==> src/hdl/bpa_ram.sv <==
`timescale 1ns / 1ps
// Simple dual-port synchronous RAM with a registered read port.
// No dependencies.
module bpa_ram #(
    parameter int WIDTH = 8,
    parameter int DEPTH = 16
) (
    input  logic                     aclk,
    input  logic                     we,
    input  logic [$clog2(DEPTH)-1:0] waddr,
    input  logic [WIDTH-1:0]         wdata,
    input  logic [$clog2(DEPTH)-1:0] raddr,
    output logic [WIDTH-1:0]         rdata
);
    logic [WIDTH-1:0] mem [DEPTH];

    always_ff @(posedge aclk) begin
        if (we) begin
            mem[waddr] <= wdata;
        end
        rdata <= mem[raddr];
    end
endmodule

==> config.mk <==
export PLATFORM = sky130hd
export DESIGN_NAME = bpa_ram
export DESIGN_NICKNAME = d
export VERILOG_FILES = /design/src/hdl/bpa_ram.sv
export SDC_FILE = /design/constraint.sdc
export NUM_CORES = 1
export LEC_CHECK = 0
export BUFFER_PORTS_ARGS = -buffer_cell sky130_fd_sc_hd__buf_2
export CORE_ASPECT_RATIO = 1.75
export CORE_MARGIN = 5
export CORE_UTILIZATION = 43
export DETAILED_ROUTE_END_ITERATION = 8
export GPL_TIMING_DRIVEN = 0
export PLACE_DENSITY = 0.65
export SLEW_MARGIN = 20
export SYNTH_ARGS = -nofsm -noshare
export SYNTH_HDL_FRONTEND = slang
export SYNTH_SLANG_ARGS = --single-unit
==> constraint.sdc <==
create_clock -name aclk -period 2.3 [get_ports aclk]
set_input_delay 0.115 -clock aclk [delete_from_list [all_inputs] [get_ports aclk]]
set_output_delay 0.115 -clock aclk [all_outputs]
set_load 0.03 [all_outputs]
==> run metrics <==
# fillers 949; crit path max fanout 1; FF-to-FF setup slack 0.88 ns; Gate Count Post-Synth 229; min-delay src wdata[4]; worst r2r path cells 3; post-synthesis cell type count 19; postcts setup bufs 0; area grow syn2layout 16.2%; layer with the highest usage met2; Slew headroom 45.5%; WL final 9.87 mm; # setup viols final 0; status finished, final reports clean; FF-to-FF End rdata[0]; register area share after synthesis 77.8%; CP startpoint kind flip-flop; r2r startpoint mem[2][0]; starting density of the core 43.4%; NumNets Final 290; Final Hold Viols 0; Antenna diodes 0; crit end category flip-flop; worst skew pair latency 0.41 ns; met2 Resource Use GR 27.3%; Leakage Power 2.00 nW; DR WL/cell 23.4 um; height of the die 155 um; Hold Crit Class primary input to flip-flop; Setup TNS 0 ns; routed vias 2363; post-CTS resize count 0; Ports 26; final worst slack 0.878 ns; yosys warns 0; minimum clock period 1.42 ns; area leader, netlist edfxtp_1; CTS clk-pin slew, worst paths 0.06 ns; DR DRC count 0; commonest non-fill, non-tap cell in the layout edfxtp_1; Max Slew Vio Count 0; Synth area leaders edfxtp_1 75%, mux4_2 7.9%, mux4_1 7.1%; unrepaired setup endpoints after global routing no; Hold-fix buffers, CTS 0; Critical Path AT 1.71 ns; clock skew 0.00498 ns; Post-Syn Area 5150 um^2; core area 11900 um^2; met1 Usage GRT 17.0%; Detailed Route Iter0 Violations 228; # rows 53; global-route wire length before repair 15.0 mm; RePlAce Congestion 0.783; clock sink count 136; Overflow after GRT 0; htree depth 4; M3 GR Usage 3.55%; Post-DP HPWL 6.70 mm; Root Buffer clkbuf_16; commonest cells after routing, fill and taps aside 128 x edfxtp_1, 27 x buf_2, 18 x mux4_2; CP Class flip-flop to flip-flop; ratio of cells with drive above 1 in the final layout 28.8%; syn nets 247; worst path required time 2.59 ns; total die area 14300 um^2; top cell type's share of synthesized area 74.7%; CTS Buf Count 17; Yosys reg bits 136; Antenna Nets Post-Route 0; Final period util 61.8%; Total Power 5.46 mW; VDD IR max 481 uV; first drt pass iteration count 4; vias in the first global route 2511; max-cap violations 0; Mean Syn Cell Area 22.5 um^2; clk buf depth 2; CTS tree built; initial antenna violation count 0; Worst Max-Slew Pin Slew 0.814 ns; Worst Hold Path EP mem[2][4]; Die W 92.7 um; largest net degree at the start of global routing 17; pwr/cell area 914 nW/um^2; WHS 0.110 ns; Worst Hold Depth 1; via/cell ratio 5.60; IO buf count 24; achievable clock frequency 703 MHz; pre-CTS setup slack 0.485 ns; All-Layer GR Usage 15.1%
==> area by class of cell <==
class / instances / area [um^2] / area share, %
Clock inverter: 11 / 82.6 / 1.38
Sequential cell: 136 / 4000 / 66.9
Timing Repair Buffer: 24 / 120 / 2.01
Buffer: 10 / 86.3 / 1.44
Tap cell: 137 / 171 / 2.87
Multi-Input combinational cell: 83 / 1080 / 18.0
Clock buffer: 21 / 440 / 7.36
==> routing by layer <==
| metal | vias up | wire [um] |
|---|---|---|
| met2 | 61 | 5620 |
| met1 | 1233 | 3690 |
| met3 | 14 | 368 |
| met4 | 0 | 191 |
| li1 | 1055 | - |
| met5 | - | 0 |
==> where the power goes <==
| group | total, mW | switching, mW | leakage, nW | internal (mW) |
|---|---|---|---|---|
| logic | 0.296 | 0.185 | 0.520 | 0.111 |
| clock network | 2.38 | 0.921 | 0.257 | 1.46 |
| registers | 2.79 | 0.0128 | 1.22 | 2.77 |
==> flip-flops by register name, summed over array words and instances, names as in the netlist <==
name and cells:
rdata 8, mem 128
==> cells by family (layout without fill, tap and decap cells) <==
group                  after synthesis  count (layout)  share of synthesized area [%]
AOI/OAI and AO/OA                   16              16                           2.33
buffers and inverters               10              66                           1.68
DFF                                136             136                           77.8
muxes                               32              32                           15.0
and+or+nand+nor                     35              35                           3.18
==> worst max path at each step <==
stage                          from        end  slack, ns  depth (start not counted)
after global routing      mem[0][2]   rdata[2]       0.84                          3
after global placement     waddr[2]  mem[0][2]       0.14                          3
after CTS                 mem[1][3]   rdata[3]       0.89                          3
after floorplan            waddr[2]  mem[0][0]       0.69                          2
after detailed placement   waddr[2]  mem[3][2]       0.49                          3
final                     mem[2][0]   rdata[0]       0.88                          3
==> stage by stage <==
step	area (um^2)	util, %	std cells
detailed placement	5460	46.0	390
floorplan	5150	-	229
global route	5980	50.4	422
finish	5980	50.4	422
CTS	5980	50.4	422
global placement	5440	45.8	390
==> critical path: stages (launching register included) <==
cell and delay (ns):
edfxtp_1 0.39, mux4_1 0.51, a22oi_1 0.29, nand2_1 0.11
==> Yosys cell counts <==
| master | count |
|---|---|
| nand2b_1 | 2 |
| nor3_1 | 4 |
| mux4_2 | 18 |
| buf_6 | 3 |
| edfxtp_1 | 128 |
| mux4_1 | 14 |
| buf_4 | 1 |
| or3b_2 | 1 |
| nor2b_1 | 1 |
| dfxtp_1 | 8 |
| nand2_1 | 9 |
| clkdlybuf4s25_2 | 3 |
| nor2_1 | 13 |
| nand3_1 | 1 |
| a22oi_1 | 16 |
| and2_1 | 1 |
| and2b_1 | 1 |
| nand3b_1 | 2 |
| buf_2 | 3 |
Power figures use the tool's default switching activity.
